<file path="src/dfr_pkg.sv">
`timescale 1ns / 1ps
package dfr_pkg;

  // sizing
  localparam int CHANNELS = 512;
  localparam int RX_DEPTH = 514;

  localparam int RX_CNT_W = $clog2(RX_DEPTH + 1);
  localparam int RX_IDX_W = $clog2(RX_DEPTH);
  localparam int CH_CNT_W = $clog2(CHANNELS + 1);
  localparam int CH_IDX_W = (CHANNELS > 1) ? $clog2(CHANNELS) : 1;
  localparam int ADDR_W   = ((RX_CNT_W > CH_CNT_W) ? RX_CNT_W : CH_CNT_W) + 1;

  // field widths
  localparam int KIND_W = 3;
  localparam int BYTE_W = 8;
  localparam int CHAN_W = 10;
  localparam int TMO_W  = 16;
  localparam int PKT_W  = 32;

  // event kinds
  localparam logic [KIND_W-1:0] KIND_BYTE  = 3'd0;
  localparam logic [KIND_W-1:0] KIND_BREAK = 3'd1;
  localparam logic [KIND_W-1:0] KIND_FLUSH = 3'd2;
  localparam logic [KIND_W-1:0] KIND_TICK  = 3'd3;
  localparam logic [KIND_W-1:0] KIND_READ  = 3'd4;

  // frame layout and defaults
  localparam int HDR_BYTES = 2;
  localparam int MIN_FRAME = 3;
  localparam logic [TMO_W-1:0] TIMEOUT_RST = 16'd1000;

  // controller to datapath
  typedef struct packed {
    logic latch_item;
    logic do_byte;
    logic do_clear;
    logic do_tick;
    logic do_read;
    logic copy_start;
    logic copy_rd;
    logic copy_wr;
    logic commit;
    logic load_out;
  } cmd_t;

  // datapath to controller
  typedef struct packed {
    logic [KIND_W-1:0] kind;
    logic              rx_ge3;
    logic              copy_last;
    logic              out_free;
  } status_t;

endpackage

</file>
<file path="src/dfr_ctrl.sv">
`timescale 1ns / 1ps
module dfr_ctrl (
  input  logic              clk,
  input  logic              rst_n,
  input  logic              in_valid,
  output logic              in_ready,
  input  dfr_pkg::status_t  st,
  output dfr_pkg::cmd_t     cmd
);
  import dfr_pkg::*;

  typedef enum logic [4:0] {
    S_IDLE    = 5'b00001,
    S_EXEC    = 5'b00010,
    S_COPY_RD = 5'b00100,
    S_COPY_WR = 5'b01000,
    S_FIN     = 5'b10000
  } state_t;

  state_t state_r;
  state_t state_nxt;

  always_ff @(posedge clk) begin
    if (!rst_n) begin
      state_r <= S_IDLE;
    end else begin
      state_r <= state_nxt;
    end
  end

  assign in_ready = (state_r == S_IDLE);

  // sequencing and commands
  always_comb begin
    state_nxt = state_r;
    cmd       = '0;
    unique case (state_r)
      S_IDLE: begin
        if (in_valid) begin
          cmd.latch_item = 1'b1;
          state_nxt      = S_EXEC;
        end
      end
      S_EXEC: begin
        state_nxt = S_FIN;
        unique case (st.kind)
          KIND_BYTE:  cmd.do_byte = 1'b1;
          KIND_BREAK: begin
            if (st.rx_ge3) begin
              cmd.copy_start = 1'b1;
              state_nxt      = S_COPY_RD;
            end else begin
              cmd.do_clear = 1'b1;
            end
          end
          KIND_FLUSH: cmd.do_clear = 1'b1;
          KIND_TICK:  cmd.do_tick  = 1'b1;
          KIND_READ:  cmd.do_read  = 1'b1;
          default: ;
        endcase
      end
      S_COPY_RD: begin
        cmd.copy_rd = 1'b1;
        state_nxt   = S_COPY_WR;
      end
      S_COPY_WR: begin
        cmd.copy_wr = 1'b1;
        if (st.copy_last) begin
          cmd.commit = 1'b1;
          state_nxt  = S_FIN;
        end else begin
          state_nxt = S_COPY_RD;
        end
      end
      S_FIN: begin
        if (st.out_free) begin
          cmd.load_out = 1'b1;
          state_nxt    = S_IDLE;
        end
      end
      default: state_nxt = S_IDLE;
    endcase
  end

`ifndef SYNTHESIS
  a_load_when_free: assert property (@(posedge clk) disable iff (!rst_n)
    cmd.load_out |-> st.out_free)
    else $error("result loaded over an untaken beat");

  a_accept_to_exec: assert property (@(posedge clk) disable iff (!rst_n)
    cmd.latch_item |=> (state_r == S_EXEC))
    else $error("accepted beat not executed");

  a_copy_ends: assert property (@(posedge clk) disable iff (!rst_n)
    (state_r == S_COPY_WR) && st.copy_last |=> (state_r == S_FIN))
    else $error("copy loop did not finish");
`endif

endmodule

</file>
<file path="config.mk">
export PLATFORM = sky130hd
export DESIGN_NAME = dfr_ctrl
export DESIGN_NICKNAME = d
export VERILOG_FILES = /design/src/dfr_pkg.sv /design/src/dfr_ctrl.sv
export SDC_FILE = /design/constraint.sdc
export NUM_CORES = 1
export LEC_CHECK = 0
export ABC_CLOCK_PERIOD_IN_PS = 2900
export BUFFER_PORTS_ARGS = -buffer_cell sky130_fd_sc_hd__buf_2
export CAP_MARGIN = 5
export CORE_AREA = 4 4 41 43
export CTS_BUF_LIST = sky130_fd_sc_hd__clkbuf_8 sky130_fd_sc_hd__clkbuf_16
export DETAILED_ROUTE_END_ITERATION = 16
export DIE_AREA = 0 0 45 47
export PLACE_DENSITY = 0.65
export SETUP_SLACK_MARGIN = 0.15
export SLEW_MARGIN = 5
export SYNTH_ARGS = -nofsm -noshare
export SYNTH_HDL_FRONTEND = slang
export SYNTH_SLANG_ARGS = --single-unit
</file>
<file path="constraint.sdc">
create_clock -name clk -period 2.9 [get_ports clk]
set_input_delay 0.29 -clock clk [delete_from_list [all_inputs] [get_ports clk]]
set_output_delay 0.29 -clock clk [all_outputs]
set_load 0.005 [all_outputs]
</file>
# Word-level counts from Yosys, hierarchy flattened
# Index checks and enable logic that the tools add are counted.
[classes] eq_ne=11 muxes=21 n_reduce_logical=2
[op_table] operator="$mux 5" count=6
[op_table] operator="$pmux 5 s5" count=1
[op_table] operator="$mux 1" count=12
[op_table] operator="$eq 3x2->1 const B" count=2
[op_table] operator="$eq 5x1->1 const B" count=1
[op_table] operator="$eq 5x2->1 const B" count=1
[op_table] operator="$eq 5x3->1 const B" count=1
[op_table] operator="$eq 5x4->1 const B" count=1
[op_table] operator="$eq 5x5->1 const B" count=1
[op_table] operator="$ne 2x2->1 const B" count=2
[op_table] operator="$eq 3x1->1 const B" count=1
[op_table] operator="$eq 3x3->1 const B" count=1
[op_table] operator="$logic_not 3->1" count=1
[op_table] operator="$mux 2" count=1
[op_table] operator="$pmux 1 s2" count=1
[op_table] operator="$reduce_and 2->1" count=1
[totals] regBits=5 out_inout_bits=11

# Longest topological paths before layout
# Gate-level depths: netlist (run 1).
[logic_depth] ltp_word=3 mapped_depth=3 depth_no_buf=3

# Least setup slack after synthesis (run 1)
# OpenSTA, ideal clock, no wires.
[synth_timing] path_kind="reg-to-output" from="register state_r[4]" to="output cmd[5] in the netlist's numbering" t_arrival_ns=0.974 required_ns=2.610 path_slack_ns=1.636 stages_incl_launch_ff=4 path_buffers=0 cell_sequence="dfxtp_1 > nor3_2 > nand2_1 > nor4b_2"
[synth_rtl] item="start, declared" line="dfr_ctrl.sv:20" source="state_t state_r;"
[synth_rtl] item="start signal, assigned" line="dfr_ctrl.sv:27" source="state_r <= state_nxt;"
[synth_rtl] item="end, declared" line="dfr_ctrl.sv:8" source="output dfr_pkg::cmd_t cmd"

==> impl_metrics.csv, run 1 <==
group,metric,value,unit
routing,initialDrtViolationCount,6,
layout,insertedDiodeCount,0,
sta,hold_viol,0,
run,max_cap_violations,0,
setup_path,rr_startpoint,"state_r[0]",
setup_path,ff2ff_path_depth,3,
setup_path,crit_chain,"nor3_2 > nand2_1 > nor4b_2 > buf_2",
cts,cts_hold_buffers,0,
cts,insertion_delay_of_the_later_clocked_pin_in_the_worst_skew_pair,0.22,ns
cts,cts_root_buf,"clkbuf_8",
floorplan,core-area,0.00130,mm²
routing,drt_pre_antenna_iters,4,
global_routing,antenna_violations_before_repair,0,
routing,postRouteAntennaNets,0,
layout,final_common_cell,"buf_2",
synthesis,seq_area_frac_synth,26.2,%
routing,viasPerCell,5.01,
layout,largest_regs,"state_r (5)",
global_routing,grt_first_pass_wirelength,1640,µm
setup_path,critical_path.slowest_cell,"dfxtp_1",
synthesis,postSynth.asyncResetShare,0,%
layout,largest_register_ff_count,5,
setup_path,critPathTopFamily,"simple AND/OR/NAND/NOR gates",
cts,cts-root-to-sink-buffers,2,
setup_path,max_stage_delay,0.37,ns
cts,cts_buffer_count,3,
floorplan,pin_count,20,
synthesis,synth.net_count,52,
global_routing,grt_pass1_vias,373,
setup_path,number_of_logic_stages_on_the_critical_path_including_buffering,4,
synthesis,synth_cell_types,26,
layout,max_flop_register,"state_r",
sta,worst_pin_slew,0.307,ns
sta,fraction_of_the_cycle_the_final_worst_path_needs,58.1,%
global_routing,gr-total-overflow,0,
synthesis,post-synth-top-area-cell,"dfxtp_1",
global_routing,grt_max_degree,9,
placed_design,numPortBuffers,19,
run_status,outcome,"complete, no violations",
sta,slew_violations,0,
routing,wire_per_inst,11.9,µm
sta,fmaxAchievable,0.593,GHz
layout,drive_gt1_share,43.9,%
floorplan,starting_utilization_of_the_core_area,29.3,%
setup_path,required,2.61,ns
floorplan,floorplan_die_area,0.00212,mm²
setup_path,r2r_end,"state_r[0]",
setup_path,critPathKind,"reg2out",
placed_design,dp_worst_setup_slack,1.44,ns
pwr,ir_drop,375,µV
sta,fin_worst_hold_slack,0.299,ns
setup_path,critical_path_launch_point_type,"register",
placed_design,dp_cells,77,
layout,finalNetCount,76,
synthesis,synthesis.area_per_instance,8.87,µm²
synthesis,synth_seq_cells,5,
setup_path,regToRegSetupSlack,1.67,ns
setup_path,timing.critical_path.from,"state_r[4]",
layout,final_cell_mix,"buf_2, dfxtp_1",
sta,finalWorstSetupSlack,1.21,ns
hold_path,min-delay-path-class,"in2reg",
sta,fin_skew,0.00340,ns
sta,final.min_clock_period,1.69,ns
setup_path,path_max_fanout,7,
placed_design,place_hpwl,777,µm
routing,wl,960,µm
synthesis,synthTopCellsByArea,"dfxtp_1, nor4b_2, or2_4, nor3_1, nor3b_1",
routing,via_count,406,
layout,layout-area-overhead-vs-synth,41.6,%
floorplan,die_width,45,µm
sta,worst_case_headroom_to_the_max_slew_limit,79.4,%
synthesis,syn-cell-area,382,µm²
synthesis,ys_warn_count,0,
setup_path,arrival,1.40,ns
placed_design,globalplace.congestion,0.747,
pwr,lkg_pwr,0.244,nW
synthesis,synth_edf_count,0,
sta,setup_viol_count_final,0,
cts,cts-resized-gates,0,
synthesis,synth_cells,43,
sta,grt_setup_unrepaired,"no",
synthesis,yosysTopAreaCellShare,26.2,%
setup_path,timing_endpoint_of_the_critical_path,"cmd[5]",
floorplan,std_cell_rows,13,
cts,total_clock_sinks,5,
cts,clk_pin_slew_worst_paths,0.04,ns
cts,htreeDepth,1,
floorplan,dieHeight,47,µm
layout,final_core_utilization,41.5,%
global_routing,grt_util_all_layers,10.9,%
setup_path,cp.buffers_inverters,1,
synthesis,postSynth.topFlopCell,"dfxtp_1",
layout,final-instance-count-excl-fill,81,
cts,cts_tree,"built",
sta,setup-tns-final,0,ns
setup_path,endpoint_kind,"primary output",
routing,post-route-drc-count,0,
cts,buffers_inserted_during_post_cts_setup_optimization,0,
pwr,p_per_area,419,mW/mm²
## per-layer routing
layer / track usage [%] / vias up / routed length (µm)
li1: - / 213 / -
met1: 13.9 / 182 / 451
met5: 0 / - / 0
met4: 5.26 / 0 / 0
met3: 3.45 / 0 / 54
met2: 16.7 / 11 / 455
## area by class of cell
type	count	area, µm²
clock buffers	3	41.3
clock inverters	1	3.75
fillers	144	761
inverters	1	3.75
multi-input cells	37	278
flip-flops and latches	5	100
well taps	15	18.8
repair buffers	19	95.1
## Yosys cell counts, drive strengths merged (2+ instances only)
master / count
dfxtp: 5
nor3: 4
nand2: 3
nor2: 3
nor4b: 3
and2: 2
and3: 2
nor3b: 2
nor4: 2
or2: 2
## per-stage QoR
step	power [W]	cell area, µm²
after floorplan	0.0000895	382
after global routing	0.000241	541
after detailed placement	0.000104	495
after global placement	0.000104	495
after CTS	0.000230	541
final	0.000226	541
## worst min-delay path by stage
stage,startpoint,endpoint,slack (ns),cells past startpoint
after floorplan,rst_n,state_r[0],0.37,1
after global routing,rst_n,state_r[0],0.32,2
after CTS,rst_n,state_r[0],0.30,2
after global placement,rst_n,state_r[0],0.52,2
after detailed placement,rst_n,state_r[0],0.52,2
final,rst_n,state_r[0],0.30,2
## report_power, final
group	switching (W)	internal (W)
Clock	0.0000325	0.0000906
Combinational	0.0000140	0.0000147
Sequential	0.00000328	0.0000715
## kinds of logic (layout without fill, tap and decap cells)
family                    Yosys count  in the layout  share of synthesized area (%)
buffers and inverters               1             24                          0.983
and+or+nand+nor                    30             30                           59.0
AOI/OAI and AO/OA                   6              6                           11.5
xor gates and xnor gates            1              1                           2.30
DFF                                 5              5                           26.2
## worst register-to-register path, stage by stage (launching register included)
cell	delay (ns)
dfxtp_1	0.35
or2_4	0.29
nor4b_2	0.32
o311ai_1	0.14
(Power assumes the default switching activity.)
==> inputs of run 2 (changes only) <==
--- a/config.mk
+++ b/config.mk
@@ -5,14 +5,15 @@
 export SDC_FILE = /design/constraint.sdc
 export NUM_CORES = 1
 export LEC_CHECK = 0
-export ABC_CLOCK_PERIOD_IN_PS = 2900
+export ABC_AREA = 1
+export ABC_CLOCK_PERIOD_IN_PS = 1500
 export BUFFER_PORTS_ARGS = -buffer_cell sky130_fd_sc_hd__buf_2
 export CAP_MARGIN = 5
 export CORE_AREA = 4 4 41 43
 export CTS_BUF_LIST = sky130_fd_sc_hd__clkbuf_8 sky130_fd_sc_hd__clkbuf_16
 export DETAILED_ROUTE_END_ITERATION = 16
 export DIE_AREA = 0 0 45 47
-export PLACE_DENSITY = 0.65
+export PLACE_DENSITY = 0.67
 export SETUP_SLACK_MARGIN = 0.15
 export SLEW_MARGIN = 5
 export SYNTH_ARGS = -nofsm -noshare
==> constraint.sdc (replaced) <==
create_clock -name clk -period 1.5 [get_ports clk]
set_input_delay 0.15 -clock clk [delete_from_list [all_inputs] [get_ports clk]]
set_output_delay 0.15 -clock clk [all_outputs]
set_load 0.005 [all_outputs]
==> impl_metrics.csv, run 2 <==
group,metric,value,unit
global_routing,grt_util_all_layers,10.1,%
synthesis,synth_xor_xnor_area_share,0,%
cts,cts_hold_buffers,0,
synthesis,syn-cell-area,384,µm²
run_status,outcome,"complete, no violations",
sta,final.min_clock_period,1.33,ns
sta,fin_skew,0.00206,ns
routing,drt_pre_antenna_iters,4,
pwr,p_per_area,831,mW/mm²
cts,clk_pin_slew_worst_paths,0.03,ns
setup_path,cp.buffers_inverters,2,
synthesis,dominant_combinational_cell_family_by_area_after_synthesis,"simple AND/OR/NAND/NOR gates",
synthesis,seq_area_frac_synth,26.1,%
global_routing,gr-total-overflow,0,
synthesis,yosysTopAreaCellShare,26.1,%
sta,setup-tns-final,0,ns
placed_design,numPortBuffers,19,
placed_design,globalplace.congestion,0.741,
sta,hold_viol,0,
setup_path,critPathKind,"reg2out",
setup_path,critical_path.slowest_cell,"dfxtp_2",
placed_design,placed_cell_area,498,µm²
global_routing,grt_first_pass_wirelength,1480,µm
hold_path,worstHoldStart,"rst_n",
layout,layout-area-overhead-vs-synth,53.4,%
cts,cts_tree,"built",
cts,total_clock_sinks,5,
global_routing,antenna_violations_before_repair,0,
routing,wl,960,µm
synthesis,synth.mux.area_fraction,0,%
sta,fmaxAchievable,0.750,GHz
synthesis,synth.net_count,71,
setup_path,regToRegSetupSlack,0.41,ns
synthesis,synthesis.area_per_instance,6.20,µm²
sta,grt_setup_unrepaired,"yes",
floorplan,floorplan_die_area,0.00212,mm²
pwr,ir_drop,390,µV
synthesis,synth_cell_types,15,
floorplan,std_cell_rows,13,
floorplan,starting_utilization_of_the_core_area,29.5,%
setup_path,endpoint_kind,"primary output",
synthesis,synth_simple_gate_area_share,51.1,%
synthesis,yosysMostFrequentCell,"inv_1",
routing,via_count,467,
synthesis,synth_seq_cells,5,
layout,max_flop_register,"state_r",
global_routing,grt_pass1_vias,385,
layout,finalNetCount,97,
layout,final_core_utilization,45.3,%
routing,initialDrtViolationCount,6,
hold_path,min-delay-path-class,"in2reg",
synthesis,synthTopCellsByArea,"dfxtp_1, inv_1, nand2_1, nor2_4, nor2_1",
cts,cts_root_buf,"clkbuf_8",
run,max_cap_violations,0,
layout,fin_area,589,µm²
sta,setup_viol_count_final,0,
placed_design,dp_cells,96,
hold_path,whs_path_depth,2,
cts,cts_buffer_count,3,
sta,worst_pin_slew,0.188,ns
routing,postRouteAntennaNets,0,
layout,largest_register_ff_count,5,
synthesis,postSynth.asyncResetShare,0,%
cts,cts-root-to-sink-buffers,2,
global_routing,grt_max_degree,6,
floorplan,dieHeight,47,µm
setup_path,arrival,1.18,ns
synthesis,postSynth.topFlopCell,"dfxtp_1",
sta,slew_violations,0,
synthesis,ys_warn_count,0,
setup_path,path_max_fanout,4,
synthesis,post-synth-top-area-cell,"dfxtp_1",
setup_path,max_stage_delay,0.34,ns
synthesis,synth_cells,62,
synthesis,synth_compound_gate_area_share,6.19,%
pwr,lkg_pwr,0.333,nW
layout,final-instance-count-excl-fill,102,
routing,post-route-drc-count,0,
synthesis,post_synth_fa_ha_maj_area_fraction,0,%
synthesis,post_synth_most_frequent_cells,"inv_1, nand2_1, nor2_1",
floorplan,pin_count,20,
setup_path,rr_startpoint,"state_r[0]",
setup_path,crit_chain,"nor2_4 > nand3_4 > or2_4 > inv_2 > buf_6",
layout,drive_gt1_share,48.3,%
floorplan,die_width,45,µm
placed_design,place_hpwl,786,µm
sta,worst_case_headroom_to_the_max_slew_limit,87.4,%
sta,fraction_of_the_cycle_the_final_worst_path_needs,88.9,%
layout,insertedDiodeCount,0,
setup_path,critPathTopFamily,"simple AND/OR/NAND/NOR gates",
setup_path,r2r_end,"state_r[0]",
synthesis,synth_edf_count,0,
cts,insertion_delay_of_the_later_clocked_pin_in_the_worst_skew_pair,0.22,ns
layout,largest_regs,"state_r (5)",
cts,htreeDepth,1,
layout,final.fill_count,146,
setup_path,critical_path_launch_point_type,"register",
floorplan,core-area,0.00130,mm²
layout,final_common_cell,"buf_2",
routing,wire_per_inst,9.41,µm
layout,final_cell_mix,"buf_2, inv_1, nand2_1",
hold_path,sink_of_the_worst_hold_path,"state_r[0]",
setup_path,ff2ff_path_depth,7,
sta,fin_worst_hold_slack,0.145,ns
setup_path,required,1.35,ns
routing,viasPerCell,4.58,
## run 2: cell types whose count changed in the layout (fill, tap and decap cells not counted), moves of 4 or more
cell | before | now
nand2_1 | 3 | 10
nor2_1 | 3 | 7
dfxtp_1 | 5 | 1
inv_1 | 2 | 15
dfxtp_2 | 0 | 4
nor2_4 | 0 | 4
## run 2: how the worst max path moves through the flow
stage	startpoint	endpoint	cells after the start	slack [ns]
finish	state_r[0]	cmd[4]	5	0.17
floorplan	state_r[2]	cmd[4]	4	0.47
detailed placement	state_r[2]	cmd[6]	6	0.29
global route	state_r[0]	cmd[9]	5	0.11
global placement	state_r[2]	cmd[4]	5	0.34
CTS	state_r[3]	cmd[9]	5	0.15
## run 2: timing repair
item,CTS,global route
buffers inserted,1,1
hold endpoints to repair,0,0
pin swaps,2,4
gates resized for setup,2,11
endpoints found under the setup margin,4,7
## run 2: stage by stage
stage / setup slack [ns] / total power [W]
after CTS: 0.147 / 0.000484
after detailed placement: 0.286 / 0.000238
after floorplan: 0.465 / 0.000208
after global placement: 0.336 / 0.000237
after global routing: 0.112 / 0.000517
final: 0.167 / 0.000490
## run 2: kinds of logic after synthesis
kind of cell,after synthesis
AO/OA/AOI/OAI,4
AND/OR/NAND/NOR,36
flip-flops,5
buffers and inverters,17
## run 2: final cells by class
class,instances,area [µm²],share of cell area (%)
clock buffer,3,41.3,7.01
clock inverter,1,3.75,0.637
inverter,17,63.8,10.8
multi-input combinational,40,240,40.8
sequential,5,105,17.8
tap,15,18.8,3.18
timing repair buffer,21,116,19.7
## run 2: where the power goes
group	switching, W	leakage [nW]	internal (W)
Clock	0.0000655	0.0269	0.000175
Sequential	0.0000113	0.0419	0.000142
Combinational	0.0000543	0.264	0.0000415
## run 2: layer usage
layer	wire length [µm]	share of wire, %	up-vias	track usage (%)
li1	-	-	239	-
met1	392	41	199	10.9
met2	424	44	24	15.5
met3	92	9.6	5	1.53
met4	51	5.3	0	12.3
met5	0	0	-	0
==> inputs of run 3 (changes only) <==
--- a/config.mk
+++ b/config.mk
@@ -9,11 +9,14 @@
 export ABC_CLOCK_PERIOD_IN_PS = 1500
 export BUFFER_PORTS_ARGS = -buffer_cell sky130_fd_sc_hd__buf_2
 export CAP_MARGIN = 5
-export CORE_AREA = 4 4 41 43
+export CELL_PAD_IN_SITES_DETAIL_PLACEMENT = 0
+export CELL_PAD_IN_SITES_GLOBAL_PLACEMENT = 2
+export CORE_ASPECT_RATIO = 1.4
+export CORE_MARGIN = 4
+export CORE_UTILIZATION = 18
 export CTS_BUF_LIST = sky130_fd_sc_hd__clkbuf_8 sky130_fd_sc_hd__clkbuf_16
 export DETAILED_ROUTE_END_ITERATION = 16
-export DIE_AREA = 0 0 45 47
-export PLACE_DENSITY = 0.67
+export PLACE_DENSITY = 0.81
 export SETUP_SLACK_MARGIN = 0.15
 export SLEW_MARGIN = 5
 export SYNTH_ARGS = -nofsm -noshare
==> impl_metrics.csv, run 3 (synthesis results as in run 2) <==
group,metric,value,unit
sta,slew_violations,0,
layout,final.fill_count,244,
global_routing,busiest_layer,"met2",
setup_path,r2r_end,"state_r[2]",
floorplan,core-area,0.00200,mm²
global_routing,grt_first_pass_wirelength,1890,µm
routing,drt_pre_antenna_iters,2,
sta,setup-tns-final,0,ns
sta,worst_pin_slew,0.163,ns
routing,viasPerCell,4.15,
layout,seqCellArea,106,µm²
setup_path,rr_startpoint,"state_r[2]",
floorplan,std_cell_rows,19,
placed_design,place_hpwl,812,µm
routing,post-route-drc-count,0,
floorplan,pin_count,20,
placed_design,globalplace.congestion,0.723,
setup_path,ff2ff_path_depth,5,
cts,cts_hold_buffers,0,
setup_path,regToRegSetupSlack,0.36,ns
setup_path,critPathKind,"reg2out",
hold_path,sink_of_the_worst_hold_path,"state_r[0]",
global_routing,grtUsageMet1,9.15,%
sta,final.min_clock_period,1.35,ns
routing,initialDrtViolationCount,2,
layout,max_flop_register,"state_r",
global_routing,gr-total-overflow,0,
global_routing,globalRouteMet2Util,14.1,%
placed_design,placed_cell_area,505,µm²
layout,multiInputGateArea,240,µm²
cts,clk_pin_slew_worst_paths,0.04,ns
setup_path,critical_path_launch_point_type,"register",
layout,fin_area,658,µm²
sta,fraction_of_the_cycle_the_final_worst_path_needs,90.0,%
setup_path,arrival,1.20,ns
setup_path,endpoint_kind,"primary output",
global_routing,grt_pass1_vias,484,
cts,cts_root_buf,"clkbuf_8",
sta,fin_skew,0.000228,ns
cts,cts-root-to-sink-buffers,2,
floorplan,floorplan_die_area,0.00295,mm²
layout,insertedDiodeCount,0,
pwr,ir_drop,297,µV
global_routing,grt_util_all_layers,8.87,%
layout,finalNetCount,105,
layout,final_cell_mix,"buf_2, inv_1, nand2_1, buf_4, nor2_1",
sta,finalWorstSetupSlack,0.149,ns
layout,largest_regs,"state_r (5)",
placed_design,dp_worst_setup_slack,0.306,ns
floorplan,dieHeight,62.7,µm
layout,final-instance-count-excl-fill,116,
routing,wire_per_inst,9.25,µm
sta,grt_setup_unrepaired,"yes",
floorplan,starting_utilization_of_the_core_area,19.2,%
layout,drive_gt1_share,52.6,%
placed_design,dp_cells,102,
hold_path,whs_path_depth,2,
setup_path,timing.critical_path.from,"state_r[2]",
cts,total_clock_sinks,5,
routing,wl,1070,µm
global_routing,grt_max_degree,6,
sta,fmaxAchievable,0.740,GHz
run_status,outcome,"complete, no violations",
floorplan,die_width,47.0,µm
sta,worst_case_headroom_to_the_max_slew_limit,89.0,%
setup_path,path_max_fanout,4,
layout,layout-area-overhead-vs-synth,71.3,%
run,max_cap_violations,0,
layout,largest_register_ff_count,5,
pwr,lkg_pwr,0.372,nW
hold_path,worstHoldStart,"rst_n",
setup_path,required,1.35,ns
layout,final_common_cell,"buf_2",
placed_design,numPortBuffers,19,
sta,setup_viol_count_final,0,
sta,hold_viol,0,
pwr,p_per_area,777,mW/mm²
cts,cts_buffer_count,3,
routing,via_count,481,
cts,insertion_delay_of_the_later_clocked_pin_in_the_worst_skew_pair,0.22,ns
cts,htreeDepth,1,
global_routing,antenna_violations_before_repair,0,
global_routing,use_met3,2.02,%
cts,cts_tree,"built",
routing,postRouteAntennaNets,0,
hold_path,min-delay-path-class,"in2reg",
-- run 3: cell types whose count changed in the layout (fill, tap and decap cells not counted), sizes merged --
cell	before	now
buf	21	29
-- run 3: layer usage --
metal | routed length, µm | part of all wire (%) | vias to the layer above
li1 | - | - | 255
met3 | 75 | 7.0 | 4
met5 | 0 | 0 | -
met1 | 374 | 35 | 205
met2 | 582 | 54 | 17
met4 | 40 | 3.7 | 0
-- run 3: per-stage QoR --
step	hold slack (ns)	total power [W]	utilization [%]
finish	0.142	0.000512	33.0
detailed placement	0.369	0.000240	25.3
global placement	0.375	0.000239	25.3
global route	0.143	0.000547	33.0
floorplan	0.234	0.000208	-
CTS	0.143	0.000491	29.9
-- run 3: layout make-up --
class                   count  area share (%)
clock buffers               3            6.27
clock inverters             1           0.570
inverters                  17            9.70
multi-input cells          40            36.5
flip-flops and latches      5            16.2
well taps                  21            3.99
repair buffers             29            26.8
-- run 3: power by group --
group	total, W	leakage, nW	internal [W]	switching (W)
Clock	0.000245	0.0269	0.000176	0.0000690
Sequential	0.000153	0.0424	0.000142	0.0000114
Combinational	0.000114	0.303	0.0000546	0.0000591
Total	0.000512	0.372	0.000372	0.000139
-- run 3: what timing repair did --
action | in CTS | in global routing
gates resized for setup | 6 | 7
pin swaps | 5 | 6
endpoints found under the setup margin | 3 | 8
setup buffers | 4 | 6
hold endpoints to repair | 0 | 0
-- run 3: critical path, cell delays in order, from the launching register on --
cell	delay (ns)
dfxtp_2	0.33
nor2_4	0.15
nand3_4	0.10
or2_4	0.26
inv_2	0.05
buf_6	0.08
-- run 3: worst max path at each step --
| stage | endpoint | slack (ns) | depth (start not counted) |
|---|---|---|---|
| 5_1_grt | cmd[4] | 0.09 | 5 |
| 3_5_place_dp | cmd[4] | 0.31 | 5 |
| 6_report | cmd[4] | 0.15 | 5 |
| 2_1_floorplan | cmd[4] | 0.47 | 4 |
| 4_1_cts | cmd[4] | 0.14 | 5 |
| 3_3_place_gp | cmd[4] | 0.31 | 5 |
